$ cat src/hdl/usb_control_endpoint_sequencer_core_assert.svh
// ----------------------------------------------------------------------------
// USB control endpoint sequencer assertion macros
// Shared concurrent assertion wrappers clocked on clk_i and disabled in reset.
// ----------------------------------------------------------------------------
`ifndef USB_CONTROL_ENDPOINT_SEQUENCER_CORE_ASSERT_SVH
`define USB_CONTROL_ENDPOINT_SEQUENCER_CORE_ASSERT_SVH

// The consequent must hold in the same cycle as the antecedent.
`define USBCEP_ASSERT_IMP(label, ante, cons, msg) \
  label: assert property (@(posedge clk_i) disable iff (!rst_ni) (ante) |-> (cons)) \
    else $error(msg);

// The consequent must hold in the cycle after the antecedent.
`define USBCEP_ASSERT_NXT(label, ante, cons, msg) \
  label: assert property (@(posedge clk_i) disable iff (!rst_ni) (ante) |=> (cons)) \
    else $error(msg);

`endif

$ cat src/hdl/usbcep_pkg.sv
// ----------------------------------------------------------------------------
// USB control endpoint sequencer package
// Event codes, decoded command type, stage and device state codes, result type.
// ----------------------------------------------------------------------------
package usbcep_pkg;

  localparam logic [1:0] MODE_BUS_RESET = 2'd0;
  localparam logic [1:0] MODE_SETUP     = 2'd1;
  localparam logic [1:0] MODE_POLL      = 2'd2;
  localparam logic [1:0] MODE_IN_DONE   = 2'd3;

  localparam logic [7:0] REQ_SET_ADDRESS    = 8'h05;
  localparam logic [7:0] REQ_GET_DESCRIPTOR = 8'h06;
  localparam logic [7:0] REQ_SET_CONFIG     = 8'h09;
  localparam logic [7:0] REQ_HID_SET_IDLE   = 8'h0A;

  localparam logic [6:0] KIND_STD_DEVICE    = 7'h00;
  localparam logic [6:0] KIND_STD_INTERFACE = 7'h01;
  localparam logic [6:0] KIND_CLASS_IFACE   = 7'h21;

  localparam logic [7:0] DESC_DEVICE     = 8'h01;
  localparam logic [7:0] DESC_CONFIG     = 8'h02;
  localparam logic [7:0] DESC_HID_REPORT = 8'h22;

  localparam logic [1:0] SRC_DEVICE     = 2'd0;
  localparam logic [1:0] SRC_CONFIG     = 2'd1;
  localparam logic [1:0] SRC_HID_REPORT = 2'd2;

  localparam logic [2:0] STAGE_SETUP       = 3'd0;
  localparam logic [2:0] STAGE_DATA_IN     = 3'd1;
  localparam logic [2:0] STAGE_DATA_IDLE   = 3'd2;
  localparam logic [2:0] STAGE_DATA_ZERO   = 3'd3;
  localparam logic [2:0] STAGE_STATUS_OUT  = 3'd4;
  localparam logic [2:0] STAGE_STATUS_IN   = 3'd5;

  localparam logic [1:0] DEV_DEFAULT    = 2'd0;
  localparam logic [1:0] DEV_ADDRESSED  = 2'd1;
  localparam logic [1:0] DEV_CONFIGURED = 2'd2;

  localparam logic [6:0] MPS_MIN = 7'd8;
  localparam logic [6:0] MPS_MAX = 7'd64;

  localparam logic [1:0] CFG_MAX_PACKET  = 2'd0;
  localparam logic [1:0] CFG_DEVICE_LEN  = 2'd1;
  localparam logic [1:0] CFG_CONFIG_LEN  = 2'd2;
  localparam logic [1:0] CFG_REPORT_LEN  = 2'd3;

  typedef enum logic [2:0] {
    CMD_NONE,
    CMD_RESET,
    CMD_READ,
    CMD_SET_ADDR,
    CMD_SET_CONFIG,
    CMD_STATUS,
    CMD_POLL,
    CMD_IN_DONE
  } cmd_e;

  typedef struct packed {
    cmd_e        kind;
    logic [1:0]  source;
    logic [15:0] length;
    logic [7:0]  value;
  } cmd_t;

  typedef struct packed {
    logic [2:0]  control_stage;
    logic [7:0]  active_config;
    logic [1:0]  dev_status;
    logic [6:0]  address_value;
    logic        address_write;
    logic [6:0]  packet_length;
    logic [15:0] packet_offset;
    logic [1:0]  packet_source;
    logic        send_packet;
  } result_t;

endpackage

$ cat src/hdl/usbcep_front.sv
// ----------------------------------------------------------------------------
// USB control endpoint sequencer front end
// Decodes each event and setup packet into a command with a clamped length.
// ----------------------------------------------------------------------------
module usbcep_front (
  input  logic [1:0]      mode_i,
  input  logic [7:0]      request_type_i,
  input  logic [7:0]      request_code_i,
  input  logic [15:0]     request_value_i,
  input  logic [15:0]     request_length_i,
  input  logic [7:0]      device_desc_length_i,
  input  logic [15:0]     config_desc_length_i,
  input  logic [15:0]     report_desc_length_i,
  output usbcep_pkg::cmd_t cmd_o
);
  import usbcep_pkg::*;

  logic [6:0]  kind;
  logic [7:0]  dtype;
  cmd_e        cmd_kind;
  logic [1:0]  src;
  logic [7:0]  cmd_value;
  logic [15:0] desc_len;
  logic [15:0] clamped_len;

  assign kind  = request_type_i[6:0];
  assign dtype = request_value_i[15:8];

  always_comb begin
    cmd_kind  = CMD_NONE;
    src       = SRC_DEVICE;
    cmd_value = request_value_i[7:0];
    case (mode_i)
      MODE_BUS_RESET: cmd_kind = CMD_RESET;
      MODE_SETUP: begin
        if (kind == KIND_STD_DEVICE) begin
          if (request_code_i == REQ_GET_DESCRIPTOR) begin
            if (dtype == DESC_DEVICE) begin
              cmd_kind = CMD_READ;
              src      = SRC_DEVICE;
            end else if (dtype == DESC_CONFIG) begin
              cmd_kind = CMD_READ;
              src      = SRC_CONFIG;
            end
          end else if (request_code_i == REQ_SET_ADDRESS) begin
            cmd_kind  = CMD_SET_ADDR;
            cmd_value = {1'b0, request_value_i[6:0]};
          end else if (request_code_i == REQ_SET_CONFIG) begin
            cmd_kind = CMD_SET_CONFIG;
          end
        end else if (kind == KIND_CLASS_IFACE) begin
          if (request_code_i == REQ_HID_SET_IDLE) begin
            cmd_kind = CMD_STATUS;
          end
        end else if (kind == KIND_STD_INTERFACE) begin
          if (request_code_i == REQ_GET_DESCRIPTOR && dtype == DESC_HID_REPORT) begin
            cmd_kind = CMD_READ;
            src      = SRC_HID_REPORT;
          end
        end
      end
      MODE_POLL: cmd_kind = CMD_POLL;
      default:   cmd_kind = CMD_IN_DONE;
    endcase
  end

  always_comb begin
    case (src)
      SRC_DEVICE: desc_len = {8'd0, device_desc_length_i};
      SRC_CONFIG: desc_len = config_desc_length_i;
      default:    desc_len = report_desc_length_i;
    endcase
  end

  assign clamped_len = (request_length_i < desc_len) ? request_length_i : desc_len;

  assign cmd_o = '{kind: cmd_kind, source: src, length: clamped_len, value: cmd_value};

endmodule

$ cat src/hdl/usbcep_queue.sv
// ----------------------------------------------------------------------------
// USB control endpoint sequencer command queue
// Small register queue that decouples the decoder from the executor.
// ----------------------------------------------------------------------------
`include "usb_control_endpoint_sequencer_core_assert.svh"

module usbcep_queue #(
  parameter int Depth = 2
) (
  input  logic             clk_i,
  input  logic             rst_ni,
  input  logic             push_i,
  input  usbcep_pkg::cmd_t push_data_i,
  output logic             full_o,
  input  logic             pop_i,
  output logic             empty_o,
  output usbcep_pkg::cmd_t head_o
);
  import usbcep_pkg::*;

  localparam int PtrW = (Depth > 1) ? $clog2(Depth) : 1;
  localparam int CntW = $clog2(Depth + 1);
  localparam logic [PtrW-1:0] LastPtr = PtrW'(Depth - 1);
  localparam logic [CntW-1:0] FullCnt = CntW'(Depth);

  cmd_t            mem_q [Depth];
  logic [PtrW-1:0] wr_ptr_q, wr_ptr_d;
  logic [PtrW-1:0] rd_ptr_q, rd_ptr_d;
  logic [CntW-1:0] count_q, count_d;

  assign full_o  = (count_q == FullCnt);
  assign empty_o = (count_q == '0);
  assign head_o  = mem_q[rd_ptr_q];

  always_comb begin
    wr_ptr_d = wr_ptr_q;
    rd_ptr_d = rd_ptr_q;
    count_d  = count_q;
    if (push_i) begin
      wr_ptr_d = (wr_ptr_q == LastPtr) ? '0 : wr_ptr_q + 1'b1;
    end
    if (pop_i) begin
      rd_ptr_d = (rd_ptr_q == LastPtr) ? '0 : rd_ptr_q + 1'b1;
    end
    if (push_i && !pop_i) begin
      count_d = count_q + 1'b1;
    end else if (pop_i && !push_i) begin
      count_d = count_q - 1'b1;
    end
  end

  always_ff @(posedge clk_i or negedge rst_ni) begin
    if (!rst_ni) begin
      wr_ptr_q <= '0;
      rd_ptr_q <= '0;
      count_q  <= '0;
    end else begin
      wr_ptr_q <= wr_ptr_d;
      rd_ptr_q <= rd_ptr_d;
      count_q  <= count_d;
    end
  end

  always_ff @(posedge clk_i) begin
    if (push_i) begin
      mem_q[wr_ptr_q] <= push_data_i;
    end
  end

  `USBCEP_ASSERT_IMP(a_count_bound, 1'b1, count_q <= FullCnt, "queue count above depth")
  `USBCEP_ASSERT_IMP(a_no_pop_empty, pop_i, !empty_o, "pop from empty queue")
  `USBCEP_ASSERT_NXT(a_push_grows, push_i && !pop_i, count_q == $past(count_q) + 1'b1,
                     "push did not grow queue")

endmodule

$ cat src/hdl/usbcep_back.sv
// ----------------------------------------------------------------------------
// USB control endpoint sequencer back end
// Executes commands against the transfer state and registers one result each.
// ----------------------------------------------------------------------------
`include "usb_control_endpoint_sequencer_core_assert.svh"

module usbcep_back (
  input  logic                clk_i,
  input  logic                rst_ni,
  input  logic                cmd_valid_i,
  input  usbcep_pkg::cmd_t    cmd_i,
  output logic                cmd_pop_o,
  input  logic [6:0]          max_packet_size_i,
  output logic                out_valid_o,
  input  logic                out_ready_i,
  output usbcep_pkg::result_t out_data_o
);
  import usbcep_pkg::*;

  logic [2:0]  stage_q, stage_d;
  logic [15:0] remain_q, remain_d;
  logic [15:0] offset_q, offset_d;
  logic [1:0]  source_q, source_d;
  logic [1:0]  dev_state_q, dev_state_d;
  logic [7:0]  config_q, config_d;
  logic [6:0]  addr_q, addr_d;
  logic        out_valid_q;
  result_t     out_data_q;
  result_t     res;
  logic [6:0]  eff_max;
  logic [6:0]  chunk;
  logic        fire;

  assign fire      = cmd_valid_i && (!out_valid_q || out_ready_i);
  assign cmd_pop_o = fire;

  always_comb begin
    if (max_packet_size_i < MPS_MIN) begin
      eff_max = MPS_MIN;
    end else if (max_packet_size_i > MPS_MAX) begin
      eff_max = MPS_MAX;
    end else begin
      eff_max = max_packet_size_i;
    end
  end

  assign chunk = (remain_q < {9'd0, eff_max}) ? remain_q[6:0] : eff_max;

  always_comb begin
    stage_d     = stage_q;
    remain_d    = remain_q;
    offset_d    = offset_q;
    source_d    = source_q;
    dev_state_d = dev_state_q;
    config_d    = config_q;
    addr_d      = addr_q;
    res         = '0;
    case (cmd_i.kind)
      CMD_RESET: begin
        stage_d           = STAGE_SETUP;
        remain_d          = '0;
        offset_d          = '0;
        source_d          = SRC_DEVICE;
        dev_state_d       = DEV_DEFAULT;
        config_d          = '0;
        addr_d            = '0;
        res.address_write = 1'b1;
      end
      CMD_READ: begin
        source_d = cmd_i.source;
        remain_d = cmd_i.length;
        offset_d = '0;
        stage_d  = STAGE_DATA_IN;
      end
      CMD_SET_ADDR: begin
        addr_d            = cmd_i.value[6:0];
        res.address_write = 1'b1;
        dev_state_d       = DEV_ADDRESSED;
        stage_d           = STAGE_STATUS_IN;
      end
      CMD_SET_CONFIG: begin
        config_d    = cmd_i.value;
        dev_state_d = DEV_CONFIGURED;
        stage_d     = STAGE_STATUS_IN;
      end
      CMD_STATUS: stage_d = STAGE_STATUS_IN;
      CMD_POLL: begin
        case (stage_q)
          STAGE_DATA_IN: begin
            res.send_packet   = 1'b1;
            res.packet_source = source_q;
            res.packet_offset = offset_q;
            res.packet_length = chunk;
            remain_d          = remain_q - {9'd0, chunk};
            offset_d          = offset_q + {9'd0, chunk};
            if (remain_d != '0) begin
              stage_d = STAGE_DATA_IDLE;
            end else if (chunk == eff_max) begin
              stage_d = STAGE_DATA_ZERO;
            end else begin
              stage_d = STAGE_STATUS_OUT;
            end
          end
          STAGE_STATUS_OUT: stage_d = STAGE_SETUP;
          STAGE_STATUS_IN: begin
            res.send_packet   = 1'b1;
            res.packet_source = source_q;
            res.packet_offset = offset_q;
            stage_d           = STAGE_SETUP;
          end
          default: stage_d = stage_q;
        endcase
      end
      CMD_IN_DONE: begin
        if (remain_q != '0) begin
          stage_d = STAGE_DATA_IN;
        end else if (stage_q == STAGE_DATA_ZERO) begin
          res.send_packet   = 1'b1;
          res.packet_source = source_q;
          res.packet_offset = offset_q;
          stage_d           = STAGE_STATUS_OUT;
        end
      end
      default: stage_d = stage_q;
    endcase
    res.address_value = addr_d;
    res.dev_status    = dev_state_d;
    res.active_config = config_d;
    res.control_stage = stage_d;
  end

  always_ff @(posedge clk_i or negedge rst_ni) begin
    if (!rst_ni) begin
      stage_q     <= STAGE_SETUP;
      remain_q    <= '0;
      offset_q    <= '0;
      source_q    <= SRC_DEVICE;
      dev_state_q <= DEV_DEFAULT;
      config_q    <= '0;
      addr_q      <= '0;
      out_valid_q <= 1'b0;
    end else begin
      if (fire) begin
        stage_q     <= stage_d;
        remain_q    <= remain_d;
        offset_q    <= offset_d;
        source_q    <= source_d;
        dev_state_q <= dev_state_d;
        config_q    <= config_d;
        addr_q      <= addr_d;
        out_valid_q <= 1'b1;
      end else if (out_ready_i) begin
        out_valid_q <= 1'b0;
      end
    end
  end

  always_ff @(posedge clk_i) begin
    if (fire) begin
      out_data_q <= res;
    end
  end

  assign out_valid_o = out_valid_q;
  assign out_data_o  = out_data_q;

  `USBCEP_ASSERT_IMP(a_stage_legal, 1'b1, stage_q <= STAGE_STATUS_IN, "illegal control stage")
  `USBCEP_ASSERT_IMP(a_len_bound, out_valid_q, out_data_q.packet_length <= MPS_MAX,
                     "packet longer than 64 bytes")
  `USBCEP_ASSERT_IMP(a_reset_addr,
                     out_valid_q && out_data_q.address_write &&
                     out_data_q.dev_status == DEV_DEFAULT,
                     out_data_q.address_value == 7'd0, "bus reset wrote nonzero address")

endmodule

$ cat src/hdl/usb_control_endpoint_sequencer_core.sv
// ----------------------------------------------------------------------------
// USB control endpoint sequencer core
// Endpoint zero control transfer sequencer with a decoder, queue and executor.
// ----------------------------------------------------------------------------
// Each accepted event gives exactly one result word after passing the command
// queue and the output register. One event per cycle is sustained while the
// output is taken: the decoder writes the queue, and the executor updates the
// transfer state and fills the output register whenever it is empty or taken.
// Input tuser carries the event kind; configuration writes take effect at once
// and are expected only while no event is in flight.
module usb_control_endpoint_sequencer_core #(
  parameter int QueueDepth = 2
) (
  input  logic        clk_i,
  input  logic        rst_ni,
  input  logic        cfg_we_i,
  input  logic [1:0]  cfg_addr_i,
  input  logic [15:0] cfg_wdata_i,
  input  logic        s_axis_tvalid_i,
  output logic        s_axis_tready_o,
  // request_type, request_code, request_value, request_length
  input  logic [47:0] s_axis_tdata_i,
  // mode
  input  logic [1:0]  s_axis_tuser_i,
  output logic        m_axis_tvalid_o,
  input  logic        m_axis_tready_i,
  // send_packet, packet_source, packet_offset, packet_length, address_write,
  // address_value, dev_status, active_config, control_stage, zero pad
  output logic [47:0] m_axis_tdata_o
);
  import usbcep_pkg::*;

  logic [6:0]  max_packet_q;
  logic [7:0]  device_len_q;
  logic [15:0] config_len_q;
  logic [15:0] report_len_q;
  cmd_t        front_cmd;
  cmd_t        head_cmd;
  logic        q_full;
  logic        q_empty;
  logic        q_pop;
  logic        push;
  result_t     result;

  always_ff @(posedge clk_i or negedge rst_ni) begin
    if (!rst_ni) begin
      max_packet_q <= 7'd64;
      device_len_q <= 8'd18;
      config_len_q <= 16'd34;
      report_len_q <= 16'd52;
    end else if (cfg_we_i) begin
      case (cfg_addr_i)
        CFG_MAX_PACKET: max_packet_q <= cfg_wdata_i[6:0];
        CFG_DEVICE_LEN: device_len_q <= cfg_wdata_i[7:0];
        CFG_CONFIG_LEN: config_len_q <= cfg_wdata_i;
        CFG_REPORT_LEN: report_len_q <= cfg_wdata_i;
        default:        max_packet_q <= max_packet_q;
      endcase
    end
  end

  usbcep_front u_front (
    .mode_i               (s_axis_tuser_i),
    .request_type_i       (s_axis_tdata_i[7:0]),
    .request_code_i       (s_axis_tdata_i[15:8]),
    .request_value_i      (s_axis_tdata_i[31:16]),
    .request_length_i     (s_axis_tdata_i[47:32]),
    .device_desc_length_i (device_len_q),
    .config_desc_length_i (config_len_q),
    .report_desc_length_i (report_len_q),
    .cmd_o                (front_cmd)
  );

  assign s_axis_tready_o = !q_full;
  assign push            = s_axis_tvalid_i && !q_full;

  usbcep_queue #(
    .Depth (QueueDepth)
  ) u_queue (
    .clk_i       (clk_i),
    .rst_ni      (rst_ni),
    .push_i      (push),
    .push_data_i (front_cmd),
    .full_o      (q_full),
    .pop_i       (q_pop),
    .empty_o     (q_empty),
    .head_o      (head_cmd)
  );

  usbcep_back u_back (
    .clk_i             (clk_i),
    .rst_ni            (rst_ni),
    .cmd_valid_i       (!q_empty),
    .cmd_i             (head_cmd),
    .cmd_pop_o         (q_pop),
    .max_packet_size_i (max_packet_q),
    .out_valid_o       (m_axis_tvalid_o),
    .out_ready_i       (m_axis_tready_i),
    .out_data_o        (result)
  );

  assign m_axis_tdata_o = {1'b0, result};

endmodule
$ cat config.mk
export PLATFORM = sky130hd
export DESIGN_NAME = usb_control_endpoint_sequencer_core
export DESIGN_NICKNAME = d
export VERILOG_FILES = /design/src/hdl/usbcep_pkg.sv /design/src/hdl/usbcep_front.sv /design/src/hdl/usbcep_queue.sv /design/src/hdl/usbcep_back.sv /design/src/hdl/usb_control_endpoint_sequencer_core.sv
export VERILOG_INCLUDE_DIRS = /design/src /design/src/hdl
export SDC_FILE = /design/constraint.sdc
export NUM_CORES = 1
export LEC_CHECK = 0
export BUFFER_PORTS_ARGS = -buffer_cell sky130_fd_sc_hd__buf_2
export CAP_MARGIN = 20
export CORE_MARGIN = 2
export CORE_UTILIZATION = 60
export CTS_BUF_LIST = sky130_fd_sc_hd__clkbuf_4 sky130_fd_sc_hd__clkbuf_8 sky130_fd_sc_hd__clkbuf_16
export CTS_CLUSTER_SIZE = 40
export DETAILED_ROUTE_END_ITERATION = 10
export MAX_ROUTING_LAYER = met4
export PLACE_DENSITY = 0.84
export SYNTH_ARGS = -nofsm -noshare
export SYNTH_HDL_FRONTEND = slang
export SYNTH_SLANG_ARGS = --single-unit
export TNS_END_PERCENT = 20
$ cat constraint.sdc
create_clock -name clk_i -period 13.2 [get_ports clk_i]
set_input_delay 0 -clock clk_i [delete_from_list [all_inputs] [get_ports clk_i]]
set_output_delay 0 -clock clk_i [all_outputs]
set_load 0.1 [all_outputs]
==> results.json, run 1 <==
{
  "status": "complete, no violations",
  "wl_per_cell_um": 17.6,
  "cp.buffers_inverters": 2,
  "whs_path_depth": 4,
  "yosys_register_bits": 211,
  "fillCellCount": 1103,
  "grt_usage_pct": 25.9,
  "path_clk_slew_ps": 60,
  "gp_congestion": 0.915,
  "num_vias": 7817,
  "htree_levels": 1,
  "areaGrowthSynthToFinish_pct": 19.7,
  "leakagePower_nw": 5.56,
  "io_pins": 123,
  "crit_type": "reg2reg",
  "hpwl_um": 15100,
  "fmax_mhz": 183,
  "maxSlewHeadroom_pct": 31.2,
  "synth_mux_area_share_pct": 12.4,
  "cp_cell_sequence": "inv_1, nand2_1, ha_1, and4b_1, a221o_1, or3_1, a31oi_2, nor2_1, a21oi_1, inv_1, fa_1, nor4bb_1, nand3_1, a211o_1, nor3_1, nand4_1, o31ai_1, nand3_1, nor2_1",
  "cts_root_buffer": "clkbuf_16",
  "yosys.area_share.adder_pct": 4.70,
  "finalMaxSlewViolations": 0,
  "final_hold_viol_count": 0,
  "yosysTopAreaCellShare_pct": 29.5,
  "synth_top_family_by_area": "multiplexers",
  "drt_iter0_markers": 490,
  "syn_area_um2": 10700,
  "crit_path_end_kind": "register",
  "synth-warning-count": 0,
  "synth-xor-area-share_pct": 2.46,
  "reg2reg_depth": 19,
  "slowest_stage": "dfstp_2",
  "path_max_fanout": 15,
  "synth_nets": 1022,
  "synth_simple_gate_area_share_pct": 12.2,
  "cts_buffer_depth": 3,
  "period_needed_ps": 5480,
  "synth_ff_type": "edfxtp_1",
  "n_antenna_cell": 0,
  "route.detailed.drc": 0,
  "fin_total_pwr_mw": 3.40,
  "drive_above_1_share_pct": 24.2,
  "cp_num_cells": 19,
  "port_buffers": 120,
  "max_cap_violations": 0,
  "setup_violations": 0,
  "fin_nets": 1196,
  "synth.distinct_cells": 76,
  "hp-class": "in2reg",
  "grt_overflow": 0,
  "cts_tree": "done",
  "clock_latency_ps": 500,
  "dieWidth_um": 138,
  "syn_inst": 910,
  "grt_max_degree": 63,
  "rows": 48,
  "synth_compound_area_share_pct": 11.1,
  "cts.sinks": 211,
  "post_cts_buffers": 0,
  "synth_edf_count": 105,
  "worstMarginPinSlew_ps": 1030,
  "core_area_um2": 17400,
  "ys_top_cells_by_area": "edfxtp_1, dfrtp_1, mux2_2, mux2i_1, ha_1",
  "tns_ps": 0,
  "yosysTopAreaCell": "edfxtp_1",
  "cp_data_required_time_ps": 13540,
  "drtAntennaViolNets": 0,
  "syn_avg_cell_area_um2": 11.8,
  "finClkSkew_ps": 11.9,
  "cpPeakStageDelay_ps": 590,
  "cp.arrival_ps": 5820,
  "dieArea_um2": 18900,
  "cts_inserted_buffers": 23,
  "irDropWorstVdd_mv": 0.295,
  "antenna_found_initial": 0,
  "async_flop_share_pct": 50.2,
  "rsz0062_at_grt": "no",
  "fin_crit_sh_pct": 41.5,
  "vias_per_cell": 5.90,
  "die_h_um": 138,
  "drt_wl_total_um": 23300,
  "power_density_nw_per_um2": 266,
  "grt_pass1_wl_um": 37600,
  "critPathTopFamily": "compound AO/OA/AOI/OAI gates",
  "startpoint_type": "register",
  "ys_seq_area_share_pct": 54.3,
  "grt_pass1_vias": 7783,
  "multi_input_area_um2": 4590,
  "cts.repair.resized": 0,
  "regArea_um2": 5820,
  "dr.pass1.iters": 5,
  "start_util_pct": 61.6
}
metrics by stage:
step           util (%)  hold WS [ps]  setup WS (ps)  instances  cell area [um2]
2_1_floorplan         -          -296           8540        910            10700
3_3_place_gp       66.4           135           7950       1232            11500
3_5_place_dp       66.4           136           7810       1232            11500
4_1_cts            73.8          28.5           7750       1325            12800
5_1_grt            73.8          94.2           7350       1326            12800
6_report           73.8          79.8           7720       1326            12800
worst reg2reg max path, stage by stage (launching register included):
cell      delay, ps
dfstp_2         590
inv_1           120
nand2_1         110
ha_1            230
and4b_1         220
a221o_1         340
or3_1           330
a31oi_2         540
nor2_1          100
a21oi_1         450
inv_1           200
fa_1            570
nor4bb_1        220
nand3_1         120
a211o_1         310
nor3_1          150
nand4_1         120
o31ai_1         290
nand3_1         150
nor2_1          150
placed cells by master, fill, tap and decap left out, drive strengths merged, types with 37 or more instances in the layout:
| cell type | n |
|---|---|
| nor2 | 66 |
| ha | 37 |
| mux2 | 74 |
| a21oi | 38 |
| o21ai | 58 |
| inv | 40 |
| buf | 131 |
| dfrtp | 98 |
| edfxtp | 105 |
| nand2 | 62 |
| dlygate4sd3 | 51 |
| mux2i | 49 |
area by class of cell:
| cell class | count | share of cell area (%) |
|---|---|---|
| clock buffers | 30 | 5.15 |
| inverters | 39 | 1.14 |
| repair buffers | 183 | 9.40 |
| flip-flops and latches | 211 | 45.4 |
| multi-input cells | 626 | 35.8 |
| well taps | 225 | 2.20 |
| clock inverters | 12 | 0.908 |
routing by layer:
| metal | vias to the layer above | wire (um) | GRT usage [%] |
|---|---|---|---|
| met1 | 3772 | 9510 | 31.7 |
| met3 | 53 | 1310 | 3.20 |
| met2 | 281 | 11900 | 45.2 |
| met5 | - | 0 | - |
| li1 | 3711 | - | - |
| met4 | 0 | 580 | 8.02 |
cell families after synthesis:
logic type               Yosys count
XOR/XNOR                          30
multiplexers                     123
flip-flops                       211
adder cells (fa/ha/maj)           39
AO/OA/AOI/OAI                    185
AND/OR/NAND/NOR                  248
other                              1
buffers and inverters             73
registers in the layout (all words and copies together) (netlist names):
signal / cells
u_queue.mem_q: 58
u_back.out_data_o: 47
config_len_q: 16
report_len_q: 16
u_back.offset_q: 16
u_back.remain_q: 16
device_len_q: 8
u_back.config_q: 8
max_packet_q: 7
u_back.addr_q: 7
u_back.stage_q: 3
u_back.dev_state_q: 2
u_back.source_q: 2
u_queue.count_q: 2
u_back.out_valid_o: 1
u_queue.rd_ptr_q: 1
u_queue.wr_ptr_q: 1
where the power goes:
part           total, mW  internal [mW]  switching, mW
combinational       1.69          0.512           1.17
clock              0.644          0.391          0.253
sequential          1.07          0.926          0.146
Yosys cell counts, types with 3 or more instances:
cell type  number
nand4_1         7
buf_2           9
inv_1          38
dfstp_2         8
o211ai_1        8
xnor2_1        10
clkbuf_1       20
nor2_1         65
a21o_1         10
a211oi_1        7
nand2b_1        9
o31ai_1        10
a22oi_1         8
nor4b_1         3
o41ai_1         4
a31oi_1         8
mux2i_1        49
nand3_1        16
xor2_1         20
and3_1         22
o21ai_1         6
o22ai_1         3
or3_1           4
mux2_2         72
nand2_1        62
o21a_1          3
a22o_1          4
dfrtp_1        98
ha_1           37
o21ai_0        52
a21oi_1        37
nand3b_1        4
nor3b_1         4
nor3_1         12
edfxtp_1      105
nor4_1          3
nor2b_1        19
repair_timing:
item / 4_1_cts / 5_1_grt
endpoints found under the setup margin: 0 / 0
endpoints found under the hold margin: 158 / 0
hold buffers: 51 / 0
final timing paths:
path	from	endpoint	slack, ps
worst min-delay path	s_axis_tdata_i[0]	u_queue.mem_q[0][28]$_DFFE_PP_	80
worst min register to register	config_len_q[7]$_DFFE_PN0P_	config_len_q[7]$_DFFE_PN0P_	500
max in group asynchronous	rst_ni	u_queue.rd_ptr_q$_DFFE_PN0P_	11880
worst max register to register	max_packet_q[6]$_DFFE_PN1P_	u_back.out_data_o[44]$_DFFE_PP_	7720
min in group asynchronous	rst_ni	config_len_q[10]$_DFFE_PN0P_	140
worst max-delay path	max_packet_q[6]$_DFFE_PN1P_	u_back.out_data_o[44]$_DFFE_PP_	7720
No activity file was read; power rests on OpenSTA's default activity.
==> run 2, diff against run 1 <==
Settings changed: CORE_UTILIZATION 60 to 53, PLACE_DENSITY 0.84 to 0.78.
Clock period 13.2 ns to 4.9 ns, I/O delays scaled along.
==> results.json, run 2 (synthesis results as in run 1) <==
{
  "core_area_um2": 19700,
  "finalMaxSlewViolations": 0,
  "drt_wl_total_um": 23000,
  "cts_root_buffer": "clkbuf_16",
  "grt_usage_pct": 22.0,
  "final_common_cell": "buf_2",
  "finClkSkew_ps": 9.14,
  "grt_pass1_vias": 7656,
  "cp.arrival_ps": 5130,
  "largest-register": "u_queue.mem_q",
  "reg2reg_depth": 19,
  "antenna_found_initial": 0,
  "r2r_start": "max_packet_q[6]$_DFFE_PN1P_",
  "maxSlewHeadroom_pct": 30.5,
  "vias_per_cell": 5.61,
  "slowest_stage": "dfstp_2",
  "setup_violations": 0,
  "fin_nets": 1216,
  "num_vias": 7769,
  "port_buffers": 120,
  "fin_total_pwr_mw": 9.63,
  "dieWidth_um": 146,
  "r2r-end": "u_back.out_data_o[44]$_DFFE_PP_",
  "die_h_um": 146,
  "hpwl_um": 15400,
  "dr.pass1.iters": 5,
  "cp_data_required_time_ps": 5260,
  "drtAntennaViolNets": 0,
  "cts_buffer_depth": 3,
  "route.detailed.drc": 0,
  "crit_type": "reg2reg",
  "drt_iter0_markers": 548,
  "fmax_mhz": 210,
  "cp.buffers_inverters": 2,
  "whs_endpoint": "max_packet_q[6]$_DFFE_PN1P_",
  "fin_crit_sh_pct": 97.3,
  "crit_path_end_kind": "register",
  "grt_pass1_wl_um": 37600,
  "final_hold_viol_count": 0,
  "min_from": "cfg_addr_i[1]",
  "cp_cell_sequence": "inv_2, nand2_1, ha_1, and4b_2, a221o_1, or3_1, a31oi_4, buf_6, nor2_1, a21oi_2, ha_1, or3_4, a221o_1, a211o_1, nor3_1, nand4_1, o31ai_2, nand3_1, nor2_1",
  "largest_reg_flops": 58,
  "worstMarginPinSlew_ps": 1040,
  "whs_path_depth": 4,
  "critPathTopFamily": "simple AND/OR/NAND/NOR gates",
  "io_pins": 123,
  "cpPeakStageDelay_ps": 590,
  "mostFrequentLayoutCells": "buf_2, edfxtp_1, dfrtp_1",
  "path_max_fanout": 7,
  "grt_max_degree": 77,
  "leakagePower_nw": 5.69,
  "rrSetupSlack_ps": 130,
  "dieArea_um2": 21300,
  "fillCellCount": 1436,
  "gp_congestion": 0.868,
  "cts_tree": "done",
  "irDropWorstVdd_mv": 0.335,
  "drive_above_1_share_pct": 26.6,
  "power_density_nw_per_um2": 733,
  "start_util_pct": 54.4,
  "period_needed_ps": 4770,
  "cts_inserted_buffers": 23,
  "grt_overflow": 0,
  "htree_levels": 1,
  "n_antenna_cell": 0,
  "hp-class": "in2reg",
  "areaGrowthSynthToFinish_pct": 22.7,
  "clock_latency_ps": 500,
  "cts.sinks": 211,
  "fin_util_pct": 66.8,
  "path_clk_slew_ps": 60,
  "rsz0062_at_grt": "yes",
  "startpoint_type": "register",
  "rows": 51,
  "status": "complete, no violations",
  "wl_per_cell_um": 16.6,
  "max_cap_violations": 0
}
run 2: cell count changes in the layout (fill, tap and decap cells not counted), moves of 2 or more:
cell / before / now
clkbuf_8: 5 / 3
bufinv_16: 2 / 4
a21oi_2: 1 / 3
buf_4: 12 / 29
a21oi_1: 37 / 35
clkbuf_4: 3 / 6
run 2: layout make-up:
cell class                 instances  area, um2  area share [%]
tap                              265        332            2.53
sequential                       211       5820            44.3
inverter                          39        146            1.11
multi-input combinational        626       4650            35.4
clock buffer                      30        647            4.93
clock inverter                    11        158            1.20
timing repair buffer             203       1380            10.5
run 2: through the flow:
step | hold WS, ps | instance area, um2 | instances | worst slack, ps | setup TNS, ps
after floorplan | -296 | 10700 | 910 | 243 | 0
after global placement | 191 | 11700 | 1287 | 320 | 0
after detailed placement | 193 | 11700 | 1287 | 196 | 0
after CTS | 12.6 | 13000 | 1378 | 151 | 0
after global routing | 86.5 | 13100 | 1385 | -58.0 | -99.4
final | 53.8 | 13100 | 1385 | 133 | 0
run 2: worst max-delay path by stage:
stage	startpoint	end	slack, ps	depth (start not counted)
2_1_floorplan	max_packet_q[6]$_DFFE_PN1P_	u_back.stage_q[0]$_DFFE_PN0P_	240	20
3_5_place_dp	max_packet_q[6]$_DFFE_PN1P_	u_back.stage_q[0]$_DFFE_PN0P_	200	20
4_1_cts	max_packet_q[6]$_DFFE_PN1P_	u_back.stage_q[2]$_DFFE_PN0P_	150	19
6_report	max_packet_q[6]$_DFFE_PN1P_	u_back.out_data_o[44]$_DFFE_PP_	130	19
3_3_place_gp	max_packet_q[6]$_DFFE_PN1P_	u_back.out_data_o[45]$_DFFE_PP_	320	18
5_1_grt	max_packet_q[6]$_DFFE_PN1P_	u_back.stage_q[0]$_DFFE_PN0P_	-60	19
run 2: what timing repair did:
action | 4_1_cts | 5_1_grt
endpoints found under the setup margin | 0 | 10
hold endpoints to repair | 180 | 15
resized for setup | 0 | 17
hold buffers | 50 | 1
buffers inserted | 0 | 3
run 2: tightest hold or removal path, cell delays in order:
cell and delay, ps:
buf_2 100, nor3b_1 50, clkbuf_4 170, o21ai_0 190
run 2: routing by layer:
metal / GRT usage (%) / share of wire, %
met4: 5.78 / 1.8
met5: - / 0
met2: 37.3 / 50
met3: 2.75 / 4.3
met1: 28.2 / 44
run 2: report_power, final:
part | switching (mW) | internal, mW
clock network | 0.683 | 1.14
logic | 3.25 | 1.66
registers | 0.398 | 2.49
==> run 3, diff against run 2 <==
Settings changed: REMOVE_ABC_BUFFERS set to 1, SKIP_LAST_GASP set to 1.
==> results.json, run 3 (synthesis results as in run 1) <==
{
  "crit_type": "reg2reg",
  "n_antenna_cell": 0,
  "hold_slack_ps": 13.9,
  "final_hold_viol_count": 0,
  "cp.arrival_ps": 5160,
  "dieWidth_um": 146,
  "fillCellCount": 1456,
  "io_pins": 123,
  "pwr-share-clk_pct": 19.1,
  "worstMarginPinSlew_ps": 1070,
  "fmax_mhz": 211,
  "maxSlewHeadroom_pct": 28.4,
  "finClkSkew_ps": 14.8,
  "drtAntennaViolNets": 0,
  "vias_per_cell": 5.58,
  "top_layer_used": "met4",
  "slowest_stage": "dfstp_2",
  "stdcell_count": 1378,
  "hp-class": "in2reg",
  "startpoint_type": "register",
  "status": "complete, no violations",
  "dr.pass1.iters": 5,
  "clock_latency_ps": 500,
  "power_switching_mw": 4.31,
  "route.detailed.drc": 0,
  "wl_met1_um": 9730,
  "core_area_um2": 19700,
  "cpPeakStageDelay_ps": 580,
  "grt_pass1_wl_um": 37100,
  "cts_buffer_depth": 3,
  "period_needed_ps": 4740,
  "placed_cells": 1287,
  "gp_congestion": 0.928,
  "drt_iter0_markers": 345,
  "cp.buffers_inverters": 3,
  "cts_inserted_buffers": 23,
  "grt_usage_pct": 21.7,
  "power_density_nw_per_um2": 730,
  "wl_per_cell_um": 16.3,
  "met3WireLength_um": 1180,
  "grt_pass1_vias": 7587,
  "seq_power_share_pct": 30.3,
  "htree_levels": 1,
  "die_h_um": 146,
  "netSwitchingFraction_pct": 45.3,
  "multi_input_area_um2": 4640,
  "critPathTopFamily": "compound AO/OA/AOI/OAI gates",
  "p_comb_share_pct": 50.6,
  "path_max_fanout": 7,
  "cts_root_buffer": "clkbuf_16",
  "drive_above_1_share_pct": 26.1,
  "drt_wl_total_um": 22400,
  "crit_path_end_kind": "register",
  "fin_nets": 1209,
  "start_util_pct": 54.4,
  "setup_violations": 0,
  "mostFrequentLayoutCells": "buf_2, edfxtp_1, dfrtp_1",
  "port_buffers": 120,
  "wl_met2_um": 11200,
  "fin_crit_sh_pct": 96.8,
  "max_cap_violations": 0,
  "largest-register": "u_queue.mem_q",
  "grt_overflow": 0,
  "grt_max_degree": 63,
  "cts_tree": "done",
  "irDropWorstVdd_mv": 0.351,
  "finalMaxSlewViolations": 0,
  "leakagePower_nw": 5.65,
  "rows": 51,
  "cp_data_required_time_ps": 5320,
  "num_vias": 7691,
  "cp_cell_sequence": "inv_1, nand2_1, ha_1, and4b_1, a221o_1, or3_1, a31oi_4, buf_4, buf_4, a21oi_1, ha_1, o21ai_0, a21oi_1, o31a_1, xor2_1, nand4_1, o31ai_2, nand3_1, o22ai_1",
  "path_clk_slew_ps": 60,
  "internal-power_mw": 5.22,
  "cts.sinks": 211,
  "hpwl_um": 15100,
  "antenna_found_initial": 0,
  "rsz0062_at_grt": "yes",
  "areaGrowthSynthToFinish_pct": 22.0,
  "final_common_cell": "buf_2",
  "regArea_um2": 5820,
  "largest_reg_flops": 58,
  "dieArea_um2": 21300,
  "tns_ps": 0
}
==> run 3: area by class of cell <==
class	instances	area share (%)
inverters	39	1.12
clock inverters	13	1.41
flip-flops and latches	211	44.6
well taps	265	2.54
multi-input cells	626	35.5
clock buffers	28	4.89
repair buffers	196	9.93
==> run 3: final timing paths <==
path                                        startpoint                        endpoint  slack, ps  cells after the start
setup / recovery           max_packet_q[6]$_DFFE_PN1P_   u_back.stage_q[0]$_DFFE_PN0P_        160                     19
hold / removal                      s_axis_tdata_i[29]  u_queue.mem_q[0][24]$_DFFE_PP_         10                      3
setup reg to reg           max_packet_q[6]$_DFFE_PN1P_   u_back.stage_q[0]$_DFFE_PN0P_        160                     19
hold reg to reg            report_len_q[1]$_DFFE_PN0P_     report_len_q[1]$_DFFE_PN0P_        510                      1
max in group asynchronous                       rst_ni    u_queue.rd_ptr_q$_DFFE_PN0P_       3650                      3
min in group asynchronous                       rst_ni     config_len_q[0]$_DFFE_PN0P_        140                      2
==> run 3: power by group through the flow <==
| stage | clock network (mW) | registers (mW) | logic, mW |
|---|---|---|---|
| 2_1_floorplan | 0 | 4.00 | 2.38 |
| 3_3_place_gp | 0 | 2.88 | 4.51 |
| 3_5_place_dp | 0 | 2.91 | 4.58 |
| 4_1_cts | 1.86 | 2.88 | 4.65 |
| 5_1_grt | 1.92 | 2.95 | 5.21 |
| 6_report | 1.82 | 2.89 | 4.82 |
==> run 3: repair_timing <==
| action | 4_1_cts | 5_1_grt |
|---|---|---|
| hold buffers | 49 | 0 |
| gates resized for setup | 0 | 12 |
| endpoints found under the hold margin | 156 | 0 |
| buffers inserted | 0 | 1 |
| setup endpoints to repair | 0 | 11 |
==> run 3: worst min-delay path, cell delays in order <==
cell    delay [ps]
buf_2          110
nor4_2          50
buf_4          160
==> run 3: layer usage <==
metal  vias to the layer above  track usage (%)
met2                       199             37.2
li1                       3749                -
met5                         -                -
met1                      3717             27.7
met3                        26             3.03
met4                         0             4.56
==> run 3: through the flow <==
step / total power [mW] / utilization [%] / instance area (um2) / setup slack [ps]
final: 9.53 / 66.4 / 13100 / 158
after global placement: 7.40 / 59.4 / 11700 / 218
after detailed placement: 7.49 / 59.4 / 11700 / 50.5
after global routing: 10.1 / 66.4 / 13100 / -63.5
after CTS: 9.38 / 66.1 / 13000 / 49.8
after floorplan: 6.37 / - / 10500 / 256
